==> src/rtl/core/bounded_priority_event_buffer_macros.svh <==
// Assertion macros for the buffer RTL.
`ifndef BOUNDED_PRIORITY_EVENT_BUFFER_MACROS_SVH
`define BOUNDED_PRIORITY_EVENT_BUFFER_MACROS_SVH
`ifndef SYNTH
`define BPEB_ASSERT(lbl, clk, rstn, prop) \
  lbl: assert property (@(posedge clk) disable iff (!rstn) prop) \
    else $error("bpeb assertion failed");
`define BPEB_NEVER(lbl, clk, rstn, cond) \
  lbl: assert property (@(posedge clk) disable iff (!rstn) !(cond)) \
    else $error("bpeb forbidden condition seen");
`else
`define BPEB_ASSERT(lbl, clk, rstn, prop)
`define BPEB_NEVER(lbl, clk, rstn, cond)
`endif
`endif

==> src/rtl/core/bpeb_pkg.sv <==
`default_nettype none
package bpeb_pkg;

  localparam int unsigned CAPACITY = 16;
  localparam int unsigned DEPTH    = CAPACITY + 1;
  localparam int unsigned AW       = $clog2(DEPTH);
  localparam int unsigned CW       = $clog2(CAPACITY + 2);
  localparam int unsigned PRIO_W   = 16;
  localparam int unsigned TS_W     = 64;
  localparam int unsigned ARR_W    = 8;
  localparam int unsigned CFG_W    = 5;
  localparam logic [CFG_W-1:0] CFG_RESET = 5'd16;

  typedef enum logic {
    CMD_ADD   = 1'b0,
    CMD_DRAIN = 1'b1
  } cmd_e;

  typedef struct packed {
    cmd_e              command;
    logic [PRIO_W-1:0] priority_req;
    logic [TS_W-1:0]   start_time;
    logic [TS_W-1:0]   stop_time;
  } in_req_t;

  typedef struct packed {
    logic [PRIO_W-1:0] out_priority;
    logic [TS_W-1:0]   out_start;
    logic [TS_W-1:0]   out_stop;
    logic              last;
  } out_rsp_t;

  typedef struct packed {
    logic [PRIO_W-1:0] prio;
    logic [TS_W-1:0]   start;
    logic [TS_W-1:0]   stop;
    logic [ARR_W-1:0]  arrival;
  } entry_t;

  localparam int unsigned ENTRY_W = $bits(entry_t);

  typedef struct packed {
    logic          we;
    logic [AW-1:0] waddr;
    entry_t        wdata;
    logic          re;
    logic [AW-1:0] raddr;
  } ram_req_t;

  typedef enum logic [5:0] {
    S_IDLE     = 6'b000001,
    S_CHECK    = 6'b000010,
    S_SCAN_MIN = 6'b000100,
    S_SHIFT    = 6'b001000,
    S_SCAN_MAX = 6'b010000,
    S_EMIT     = 6'b100000
  } state_e;

endpackage
`default_nettype wire

==> src/rtl/core/bpeb_ram.sv <==
`default_nettype none
module bpeb_ram #(
  parameter int unsigned WIDTH = 8,
  parameter int unsigned DEPTH = 16,
  localparam int unsigned AW = $clog2(DEPTH)
) (
  input  logic             clk_i,
  input  logic             we_i,
  input  logic [AW-1:0]    waddr_i,
  input  logic [WIDTH-1:0] wdata_i,
  input  logic             re_i,
  input  logic [AW-1:0]    raddr_i,
  output logic [WIDTH-1:0] rdata_o
);

  logic [WIDTH-1:0] mem_q [DEPTH];
  logic [WIDTH-1:0] rdata_q;

  always_ff @(posedge clk_i) begin
    if (we_i) begin
      mem_q[waddr_i] <= wdata_i;
    end
    if (re_i) begin
      rdata_q <= mem_q[raddr_i];
    end
  end

  assign rdata_o = rdata_q;

endmodule
`default_nettype wire

==> src/rtl/core/bpeb_obuf.sv <==
`default_nettype none
module bpeb_obuf (
  input  logic                clk_i,
  input  logic                rst_ni,
  input  logic                push_i,
  input  bpeb_pkg::out_rsp_t  rsp_i,
  output logic                ready_o,
  output logic                out_valid_o,
  input  logic                out_stall_i,
  output bpeb_pkg::out_rsp_t  out_rsp_o
);

  import bpeb_pkg::*;

  logic     valid_q, valid_d;
  out_rsp_t data_q;

  assign ready_o = !valid_q || !out_stall_i;

  always_comb begin
    valid_d = valid_q;
    if (push_i && ready_o) begin
      valid_d = 1'b1;
    end else if (!out_stall_i) begin
      valid_d = 1'b0;
    end
  end

  always_ff @(posedge clk_i or negedge rst_ni) begin
    if (!rst_ni) begin
      valid_q <= 1'b0;
    end else begin
      valid_q <= valid_d;
    end
  end

  always_ff @(posedge clk_i) begin
    if (push_i && ready_o) begin
      data_q <= rsp_i;
    end
  end

  assign out_valid_o = valid_q;
  assign out_rsp_o   = data_q;

endmodule
`default_nettype wire

==> src/rtl/core/bpeb_ctrl.sv <==
`default_nettype none
`include "bounded_priority_event_buffer_macros.svh"
module bpeb_ctrl (
  input  logic                       clk_i,
  input  logic                       rst_ni,
  input  logic [bpeb_pkg::CW-1:0]    limit_i,
  input  logic                       in_valid_i,
  input  bpeb_pkg::in_req_t          in_req_i,
  output logic                       in_stall_o,
  output bpeb_pkg::ram_req_t         ram_req_o,
  input  bpeb_pkg::entry_t           ram_rdata_i,
  output logic                       push_o,
  output bpeb_pkg::out_rsp_t         push_rsp_o,
  input  logic                       push_ready_i
);

  import bpeb_pkg::*;

  state_e           state_q, state_d;
  logic [CW-1:0]    held_q, held_d;
  logic [ARR_W-1:0] arrival_q, arrival_d;
  logic [CW-1:0]    iss_q, iss_d;
  logic             pend_q, pend_d;
  logic             have_q, have_d;
  logic [CW-1:0]    remain_q, remain_d;
  logic [DEPTH-1:0] taken_q, taken_d;
  logic [AW-1:0]    pend_idx_q, pend_idx_d;
  logic [AW-1:0]    best_idx_q, best_idx_d;
  entry_t           best_q, best_d;
  logic             in_acc;
  logic             scan_done;

  assign in_stall_o = (state_q != S_IDLE);
  assign in_acc     = in_valid_i && (state_q == S_IDLE);
  assign scan_done  = (iss_q >= held_q) && !pend_q;

  assign push_rsp_o = '{out_priority: best_q.prio, out_start: best_q.start,
                        out_stop: best_q.stop, last: (remain_q == CW'(1))};

  always_comb begin
    state_d    = state_q;
    held_d     = held_q;
    arrival_d  = arrival_q;
    iss_d      = iss_q;
    pend_d     = pend_q;
    have_d     = have_q;
    remain_d   = remain_q;
    taken_d    = taken_q;
    pend_idx_d = pend_idx_q;
    best_idx_d = best_idx_q;
    best_d     = best_q;
    ram_req_o  = '0;
    push_o     = 1'b0;

    if ((state_q == S_SCAN_MIN) || (state_q == S_SHIFT) || (state_q == S_SCAN_MAX)) begin
      if (iss_q < held_q) begin
        ram_req_o.re    = 1'b1;
        ram_req_o.raddr = iss_q[AW-1:0];
        iss_d           = iss_q + CW'(1);
        pend_d          = 1'b1;
        pend_idx_d      = iss_q[AW-1:0];
      end else begin
        pend_d = 1'b0;
      end
    end

    unique case (state_q)
      S_IDLE: begin
        if (in_acc) begin
          if (in_req_i.command == CMD_ADD) begin
            ram_req_o.we    = 1'b1;
            ram_req_o.waddr = held_q[AW-1:0];
            ram_req_o.wdata = '{prio: in_req_i.priority_req, start: in_req_i.start_time,
                                stop: in_req_i.stop_time, arrival: arrival_q};
            arrival_d       = arrival_q + ARR_W'(1);
            held_d          = held_q + CW'(1);
            state_d         = S_CHECK;
          end else begin
            arrival_d = '0;
            if (held_q != '0) begin
              taken_d  = '0;
              remain_d = held_q;
              iss_d    = '0;
              pend_d   = 1'b0;
              have_d   = 1'b0;
              state_d  = S_SCAN_MAX;
            end
          end
        end
      end
      S_CHECK: begin
        if (held_q > limit_i) begin
          iss_d   = '0;
          pend_d  = 1'b0;
          state_d = S_SCAN_MIN;
        end else begin
          state_d = S_IDLE;
        end
      end
      S_SCAN_MIN: begin
        if (pend_q) begin
          if ((pend_idx_q == '0) || (ram_rdata_i.prio < best_q.prio)) begin
            best_d     = ram_rdata_i;
            best_idx_d = pend_idx_q;
          end
        end
        if (scan_done) begin
          iss_d   = CW'(best_idx_q) + CW'(1);
          pend_d  = 1'b0;
          state_d = S_SHIFT;
        end
      end
      S_SHIFT: begin
        if (iss_q < held_q) begin
          pend_idx_d = AW'(iss_q - CW'(1));
        end
        if (pend_q) begin
          ram_req_o.we    = 1'b1;
          ram_req_o.waddr = pend_idx_q;
          ram_req_o.wdata = ram_rdata_i;
        end
        if (scan_done) begin
          held_d  = held_q - CW'(1);
          state_d = S_CHECK;
        end
      end
      S_SCAN_MAX: begin
        if (pend_q && !taken_q[pend_idx_q]) begin
          if (!have_q || (ram_rdata_i.prio >= best_q.prio)) begin
            best_d     = ram_rdata_i;
            best_idx_d = pend_idx_q;
            have_d     = 1'b1;
          end
        end
        if (scan_done) begin
          state_d = S_EMIT;
        end
      end
      S_EMIT: begin
        if (push_ready_i) begin
          push_o              = 1'b1;
          taken_d[best_idx_q] = 1'b1;
          remain_d            = remain_q - CW'(1);
          if (remain_q == CW'(1)) begin
            held_d    = '0;
            arrival_d = '0;
            state_d   = S_IDLE;
          end else begin
            iss_d   = '0;
            pend_d  = 1'b0;
            have_d  = 1'b0;
            state_d = S_SCAN_MAX;
          end
        end
      end
      default: begin
        state_d = S_IDLE;
      end
    endcase
  end

  always_ff @(posedge clk_i or negedge rst_ni) begin
    if (!rst_ni) begin
      state_q   <= S_IDLE;
      held_q    <= '0;
      arrival_q <= '0;
      iss_q     <= '0;
      pend_q    <= 1'b0;
      have_q    <= 1'b0;
      remain_q  <= '0;
      taken_q   <= '0;
    end else begin
      state_q   <= state_d;
      held_q    <= held_d;
      arrival_q <= arrival_d;
      iss_q     <= iss_d;
      pend_q    <= pend_d;
      have_q    <= have_d;
      remain_q  <= remain_d;
      taken_q   <= taken_d;
    end
  end

  always_ff @(posedge clk_i) begin
    pend_idx_q <= pend_idx_d;
    best_idx_q <= best_idx_d;
    best_q     <= best_d;
  end

  `BPEB_NEVER(a_no_rw_clash, clk_i, rst_ni, ram_req_o.we && ram_req_o.re && (ram_req_o.waddr == ram_req_o.raddr))
  `BPEB_ASSERT(a_push_ready, clk_i, rst_ni, push_o |-> push_ready_i)
  `BPEB_ASSERT(a_idle_held, clk_i, rst_ni, (state_q == S_IDLE) |-> (held_q <= CW'(CAPACITY)))
  `BPEB_ASSERT(a_drain_remain, clk_i, rst_ni, ((state_q == S_SCAN_MAX) || (state_q == S_EMIT)) |-> ((remain_q != '0) && (remain_q <= held_q)))
  `BPEB_ASSERT(a_last_empties, clk_i, rst_ni, (push_o && (remain_q == CW'(1))) |=> (held_q == '0))

endmodule
`default_nettype wire

==> src/rtl/core/bounded_priority_event_buffer.sv <==
// Bounded priority event buffer.
// Requests enter on in_req_i under in_valid_i/in_stall_o. An add request stores
// an event (priority plus two 64-bit time stamps) in arrival order; when more
// events are held than cfg_wdata_i last allowed (0 acts as 1, above 16 as 16),
// the lowest-priority event, earliest among ties, is evicted. A drain request
// returns every held event on out_rsp_o, highest priority first and latest
// arrival first among ties, with last set on the final one, then empties the
// buffer. An empty drain returns nothing.
// An add writes the event and then checks the held count against the limit.
// Each eviction scans the event memory through its single read port for the
// victim and then shifts the entries above the victim down. A drain scans the
// memory once per result. Results pass through one output register, so a
// stalled receiver holds the current result while the next is prepared; the
// block takes no new request until a drain has pushed its last result into
// the output register.
// Reset empties the buffer and sets the limit to 16; the memory needs no clearing.
`default_nettype none
module bounded_priority_event_buffer (
  input  logic                         clk_i,
  input  logic                         rst_ni,
  input  logic                         cfg_we_i,
  input  logic [bpeb_pkg::CFG_W-1:0]   cfg_wdata_i,
  input  logic                         in_valid_i,
  output logic                         in_stall_o,
  input  bpeb_pkg::in_req_t            in_req_i,
  output logic                         out_valid_o,
  input  logic                         out_stall_i,
  output bpeb_pkg::out_rsp_t           out_rsp_o
);

  import bpeb_pkg::*;

  logic [CFG_W-1:0]   max_q;
  logic [CW-1:0]      limit;
  ram_req_t           ram_req;
  logic [ENTRY_W-1:0] ram_rdata;
  logic               push;
  out_rsp_t           push_rsp;
  logic               push_ready;

  always_ff @(posedge clk_i or negedge rst_ni) begin
    if (!rst_ni) begin
      max_q <= CFG_RESET;
    end else if (cfg_we_i) begin
      max_q <= cfg_wdata_i;
    end
  end

  always_comb begin
    if (max_q == '0) begin
      limit = CW'(1);
    end else if (32'(max_q) > CAPACITY) begin
      limit = CW'(CAPACITY);
    end else begin
      limit = CW'(max_q);
    end
  end

  bpeb_ram #(
    .WIDTH (ENTRY_W),
    .DEPTH (DEPTH)
  ) u_ram (
    .clk_i   (clk_i),
    .we_i    (ram_req.we),
    .waddr_i (ram_req.waddr),
    .wdata_i (ram_req.wdata),
    .re_i    (ram_req.re),
    .raddr_i (ram_req.raddr),
    .rdata_o (ram_rdata)
  );

  bpeb_ctrl u_ctrl (
    .clk_i        (clk_i),
    .rst_ni       (rst_ni),
    .limit_i      (limit),
    .in_valid_i   (in_valid_i),
    .in_req_i     (in_req_i),
    .in_stall_o   (in_stall_o),
    .ram_req_o    (ram_req),
    .ram_rdata_i  (entry_t'(ram_rdata)),
    .push_o       (push),
    .push_rsp_o   (push_rsp),
    .push_ready_i (push_ready)
  );

  bpeb_obuf u_obuf (
    .clk_i       (clk_i),
    .rst_ni      (rst_ni),
    .push_i      (push),
    .rsp_i       (push_rsp),
    .ready_o     (push_ready),
    .out_valid_o (out_valid_o),
    .out_stall_i (out_stall_i),
    .out_rsp_o   (out_rsp_o)
  );

endmodule
`default_nettype wire
==> config.mk <==
export PLATFORM = sky130hd
export DESIGN_NAME = bounded_priority_event_buffer
export DESIGN_NICKNAME = d
export VERILOG_FILES = /design/src/rtl/core/bpeb_pkg.sv /design/src/rtl/core/bpeb_ram.sv /design/src/rtl/core/bpeb_obuf.sv /design/src/rtl/core/bpeb_ctrl.sv /design/src/rtl/core/bounded_priority_event_buffer.sv
export VERILOG_INCLUDE_DIRS = /design/src /design/src/rtl/core
export SDC_FILE = /design/constraint.sdc
export NUM_CORES = 2
export LEC_CHECK = 0
export ABC_AREA = 1
export BUFFER_PORTS_ARGS = -buffer_cell sky130_fd_sc_hd__buf_2
export CORE_MARGIN = 2
export CORE_UTILIZATION = 27
export DETAILED_ROUTE_END_ITERATION = 6
export GPL_ROUTABILITY_DRIVEN = 0
export HOLD_SLACK_MARGIN = 0.05
export PLACE_DENSITY = 0.41
export SLEW_MARGIN = 20
export SYNTH_ARGS = -nofsm -noshare
export SYNTH_HDL_FRONTEND = slang
export SYNTH_SLANG_ARGS = --single-unit
==> constraint.sdc <==
create_clock -name clk_i -period 13.99 [get_ports clk_i]
set_clock_uncertainty 0.05 [all_clocks]
set_input_delay 1.399 -clock clk_i [delete_from_list [all_inputs] [get_ports clk_i]]
set_output_delay 1.399 -clock clk_i [all_outputs]
set_load 0.05 [all_outputs]
## Word-level counts from Yosys, hierarchy flattened

Memory sizes are Yosys's and may differ from the RTL's. A register that Yosys moved wholly into a read port is not among the register bits.
Index checks and enable logic that the tools add are counted.

| word-level totals | value |
|---|---|
| bits in registers | 353 |
| RAM bits | 2584 |
| bits of input ports | 155 |
| output and inout port bits | 147 |
| word-level logic and storage cells | 180 |
| memories kept | 1 |

Memory list:

| name | words | bits a word | rd ports | clocked after Yosys merged registers in | write ports | RTL line | source |
|---|---|---|---|---|---|---|---|
| u_ram.mem_q | 17 | 152 | 1 | 1 | 1 | bpeb_ram.sv:16 | `logic [WIDTH-1:0] mem_q [DEPTH];` |

| cells by class | value |
|---|---|
| add/sub/neg operators | 7 |
| magnitude comparators | 9 |
| equal/unequal tests | 24 |
| mux-type cells | 91 |
| bitwise operators | 1 |
| reductions and logical operators | 28 |

Operator list:

| operator | number |
|---|---|
| two-way mux 152 bit | 4 |
| two-way mux 158 bit | 3 |
| one-hot mux 158 bit (2 select lines) | 1 |
| one-hot mux 152 bit (2 select lines) | 1 |
| two-way mux 5 bit | 29 |
| two-way mux 17 bit | 4 |
| two-way mux 6 bit | 9 |
| one-hot mux 6 bit (6 select lines) | 1 |
| one-hot mux 17 bit (2 select lines) | 1 |
| two-way mux 8 bit | 4 |
| two-way mux 1 bit | 24 |
| one-hot mux 5 bit (2 select lines) | 2 |
| one-hot mux 5 bit (4 select lines) | 1 |
| OR 17 bit | 1 |
| greater-or-equal comparator 16 bit | 1 |
| < comparator 16 bit | 1 |
| != test 2 x 1 -> 1 bit (second input constant) | 8 |
| one-hot mux 8 bit (2 select lines) | 1 |
| adder 5 x 1 -> 5 bit (second input constant) | 3 |
| one-hot mux 5 bit (3 select lines) | 1 |
| subtractor 5 x 1 -> 5 bit (second input constant) | 3 |
| != test 2 bit (second input constant) | 7 |
| < comparator 5 x 6 -> 1 bit (second input constant) | 2 |
| AND reduction 6 bit | 2 |
| other kinds (30) | 46 |

## Longest topological paths before layout

| logic depth | value |
|---|---|
| depth in word-level cells | 8 |
| mapped depth | 19 |
| mapped depth without buffers | 16 |

## By module

From an unflattened synthesis, not the netlist that was laid out.

| second synthesis, totals | value |
|---|---|
| cell total of the unflattened synthesis | 9520 |
| area total of the unflattened synthesis | 121665.4 sq um |

By module, submodules not included:

| module | times used | cells each | area an instance (sq um) | seq. area each (sq um) |
|---|---|---|---|---|
| bpeb_ram | 1 | 8373 | 106485.9 | 82158.8 |
| bpeb_ctrl | 1 | 967 | 10540.1 | 5776.8 |
| bpeb_obuf | 1 | 150 | 4395.5 | 4379.2 |
| bounded_priority_event_buffer | 1 | 30 | 244.0 | 126.4 |

## Least setup slack after synthesis

Ideal clock, no wire load.

| path | value |
|---|---|
| path type | in2reg |
| start point | input port in_req_i[144] (netlist name) |
| end point | memory u_ram.mem_q[16][100] (netlist name) (enable) |
| library setup time | 0.825 ns |
| arrival time | 11.840 ns |
| data required time | 13.115 ns |
| path slack | 1.275 ns |
| stages | 5 |
| buffers on the path | 0 |
| cell sequence | inv_1 -> nand3_1 -> o22ai_1 -> or2_2 -> nor3_1 |

| between the ends | value |
|---|---|
| cells in the longest elaborated chain, start to end | 5 |

RTL lines:

| what | RTL line | source |
|---|---|---|
| start: declaration | bounded_priority_event_buffer.sv:25 | `input bpeb_pkg::in_req_t in_req_i,` |
| two-way mux 158 bit * | bpeb_ctrl.sv:70 | `if (in_req_i.command == CMD_ADD) begin` |
| two-way mux 158 bit * | bpeb_ctrl.sv:69 | `if (in_acc) begin` |
| one-hot mux 158 bit (2 select lines) * | bpeb_ctrl.sv:67 | `unique case (state_q)` |
| two-way mux 1 bit | bpeb_ram.sv:20 | `if (we_i) begin` |
| two-way mux 1 bit (implied by the code) | bpeb_ram.sv:21 | `mem_q[waddr_i] <= wdata_i;` |
| end: declaration | bpeb_ram.sv:16 |  |

Mark *: on every way between the ends. The rest lies on a longest branch, timed or not.

## Worst setup path in the final report

| path | value |
|---|---|
| start point | register u_ctrl.held_q[1] |
| end point | register u_ram.rdata_q[98] (netlist: u_ram.rdata_o[98]), read port of u_ram.mem_q, data pin |

| between the ends | value |
|---|---|
| cells in the longest elaborated chain, start to end | 3 |

RTL lines:

| what | RTL line | source |
|---|---|---|
| start: declaration | bpeb_ctrl.sv:20 | `logic [CW-1:0] held_q, held_d;` |
| start signal: assignment | bpeb_ctrl.sv:174 | `held_q <= held_d;` |
| < comparator 5 bit | bpeb_ctrl.sv:56 | `if (iss_q < held_q) begin` |
| two-way mux 6 bit | bpeb_ctrl.sv:56 |  |
| two-way mux 6 bit | bpeb_ctrl.sv:55 | `if ((state_q == S_SCAN_MIN) \|\| (state_q == S_SHIFT) \|\| (state_q == S_SCAN_MAX)) begin` |
| end: declaration | bpeb_ram.sv:17 | `logic [WIDTH-1:0] rdata_q;` |

Every way passes these cells.
A chain may end at the register's enable or synchronous reset.

==> reports/results.ini <==
[job]
drv_cap = 0

[global_routing]
first_global_vias = 75409
grt_overflow = 0
grt_max_degree = 175
grt_use_total = 0.173
antenna_found_initial = 38
grt_pass1_wl_mm = 563

[timing]
fin_crit_sh = 0.450
hold_violations = 0
worst_pin_slew_ns = 1.13
final_max_slew_viol_count = 0
fmax_mhz = 159
rsz0062_at_grt = false
slew_headroom = 0.249
post-route-min-period_ns = 6.29
hold_slack_ns = 0.365
finalSetupTns_ns = 0
setup_viol = 0

[worst_setup_path]
endpoint_kind = flip-flop
crit_path_start_kind = flip-flop
worst_ep_required_time_ns = 14.74
crit_path_frequent_cell = nand3_1
max_stage_delay_ns = 0.84
path_class = reg -> reg
cp_cell_sequence = inv_1, ha_1, nand2_1, nor2_1, nand2_1, nand3_1, inv_1, ha_4, buf_12, buf_4, buf_4, buf_4, nand3_1, nand3_1, nand3_1, nand3_1, nand3_1, nand2_1
worstPathMaxFanout = 150
cp_slowest_cell = buf_4
critPathArrivalTime_ns = 7.04

[clocking]
clkSlewWorstSetupHoldPaths_ns = 0.07
cts_sinks = 2937
postCtsSetupBuffers = 0
clkLatencyLatePin_ns = 0.95
cts_buffers = 336
htreeDepth = 5
postCtsResizedCells = 0
cts_buffer_depth = 4
cts_hold_buf = 0
cts_root_buf = clkbuf_16
cts_tree = built

[routing]
drtAntennaViolNets = 0
via_per_inst = 4.91
vias = 75989
wire_per_inst_microns = 25.5
drt-initial-drc-count = 7021
drc = 0
drtPass1Iterations = 7
wirelength_mm = 396

[yosys]
post_synth_num_cell_types = 43
synth_edf_count = 2886
synthCells = 9330
syn_avg_cell_area_sq_um = 12.7
yosysWarnings = 0
synthMuxAreaShare = 0
ys_seq_elements = 2937
synth_top_family_by_area = simple AND/OR/NAND/NOR gates
synth_nets = 9524
yosys-top-cells-area = edfxtp_1, nand3_1, nand2_1
synth_compound_area_frac = 0.0159
yosysSeqAreaShare = 0.742
netlist.area_leader.share = 0.731
synth_xor_area_frac = 0.000739
synth_fa_ha_area_frac = 0.00418
yosysTopAreaCell = edfxtp_1
synth_ff_type = edfxtp_1
synth-simple-area-share = 0.199
syn_area_sq_mm = 0.118
synthArstFlopShare = 0.0157

[cells_and_area]
area_growth_pct = 15.0
ff_latch_area_sq_mm = 0.0879
multi_input_area_sq_mm = 0.0262
fin_nets = 9657
layout.cells.most_common = nand3_1
drive_gt1_frac = 0.0978
final_util = 0.311
fillers = 43616
final_cell_mix = nand3_1, edfxtp_1, nand2_1

[floorplan]
die_x_microns = 666
start_util = 0.271
core_area_sq_mm = 0.438
die-area_sq_mm = 0.444
row_count = 243
io_pins = 302
die_h_microns = 666

[power_and_ir_drop]
power_density_mw_per_mm2 = 157
ir_drop_v = 0.000124
p_leak_uw = 0.0481

[status]
status = finished, final reports clean

[place]
dpl.hpwl_mm = 192
port_buffers = 301

[worst_hold_path]
hold_class = reg -> reg

==> final timing paths <==
path	start	endpoint	slack, ns	cells after the start
setup / recovery	u_ctrl.held_q[1]	u_ram.rdata_o[98]	7.70	18
hold / removal	u_ctrl.push_rsp_o[85]	u_obuf.out_rsp_o[85]	0.36	0
setup reg to reg	u_ctrl.held_q[1]	u_ram.rdata_o[98]	7.70	18
hold reg to reg	u_ctrl.push_rsp_o[85]	u_obuf.out_rsp_o[85]	0.36	0
max in group asynchronous	rst_ni	u_ctrl.taken_q[9]	12.94	2
min in group asynchronous	rst_ni	u_obuf.out_valid_o	0.51	2
==> power breakdown <==
group | leakage, uW | internal (uW) | switching, uW
Sequential | 0.0271 | 10200 | 161
Combinational | 0.0160 | 446 | 2080
Clock | 0.00502 | 4820 | 3620
==> per-layer routing <==
layer / global-route usage / routed length, microns / vias up
li1: - / - / 34213
met1: 0.238 / 179000 / 39000
met2: 0.285 / 186000 / 2233
met3: 0.0250 / 21000 / 507
met4: 0.0421 / 9310 / 36
met5: 0 / 217 / -
==> cell usage after synthesis, types with 38 or more instances <==
| cell | n |
|---|---|
| a21oi_1 | 42 |
| a22o_1 | 143 |
| buf_1 | 54 |
| buf_2 | 364 |
| clkbuf_1 | 232 |
| dfrtp_1 | 44 |
| edfxtp_1 | 2886 |
| ha_1 | 38 |
| inv_1 | 409 |
| nand2_1 | 1716 |
| nand3_1 | 2952 |
| nand3b_1 | 252 |
| nor2_1 | 50 |
| o21ai_0 | 45 |
==> flip-flops by register name, indices dropped and copies added (netlist names), 6 cells and up <==
name and flops:
u_ctrl.push_rsp_o 144, u_ctrl.state_q 6, u_ctrl.taken_q 17, u_obuf.out_rsp_o 145, u_ram.mem_q 2448, u_ram.rdata_o 144
==> per-stage QoR <==
step                      setup WS (ns)  power [uW]  cell area (sq um)  instances
after floorplan                    1.28       12200             118000       9330
after global placement             7.69       13100             126000      14881
after detailed placement           7.66       13100             126000      14882
after CTS                          7.66       21600             136000      15474
after global routing               7.17       22100             136000      15475
final                              7.70       21300             136000      15483
==> area by class of cell <==
type	count	area share
inverters	422	0.0120
flip-flops and latches	2937	0.645
clock buffers	421	0.0648
clock inverters	171	0.0108
well taps	5757	0.0529
diodes	9	0.000165
multi-input cells	5315	0.193
repair buffers	451	0.0213
==> cells by family (layout without fill, tap and decap cells) <==
family / after synthesis / after routing
AO/OA/AOI/OAI: 259 / 259
XOR/XNOR: 10 / 10
adder cells (fa/ha/maj): 39 / 39
buffers and inverters: 1078 / 1465
flip-flops: 2937 / 2937
other: 0 / 9
AND/OR/NAND/NOR: 5007 / 5007
==> worst max-delay path, delay by kind of cell (launching register included) <==
kind                       cells  cell delay [ns]
and+or+nand+nor               10             1.08
adders and majority gates      2             0.92
buffers and inverters          6             3.38
DFF                            1             0.49
Power figures use the tool's default switching activity.
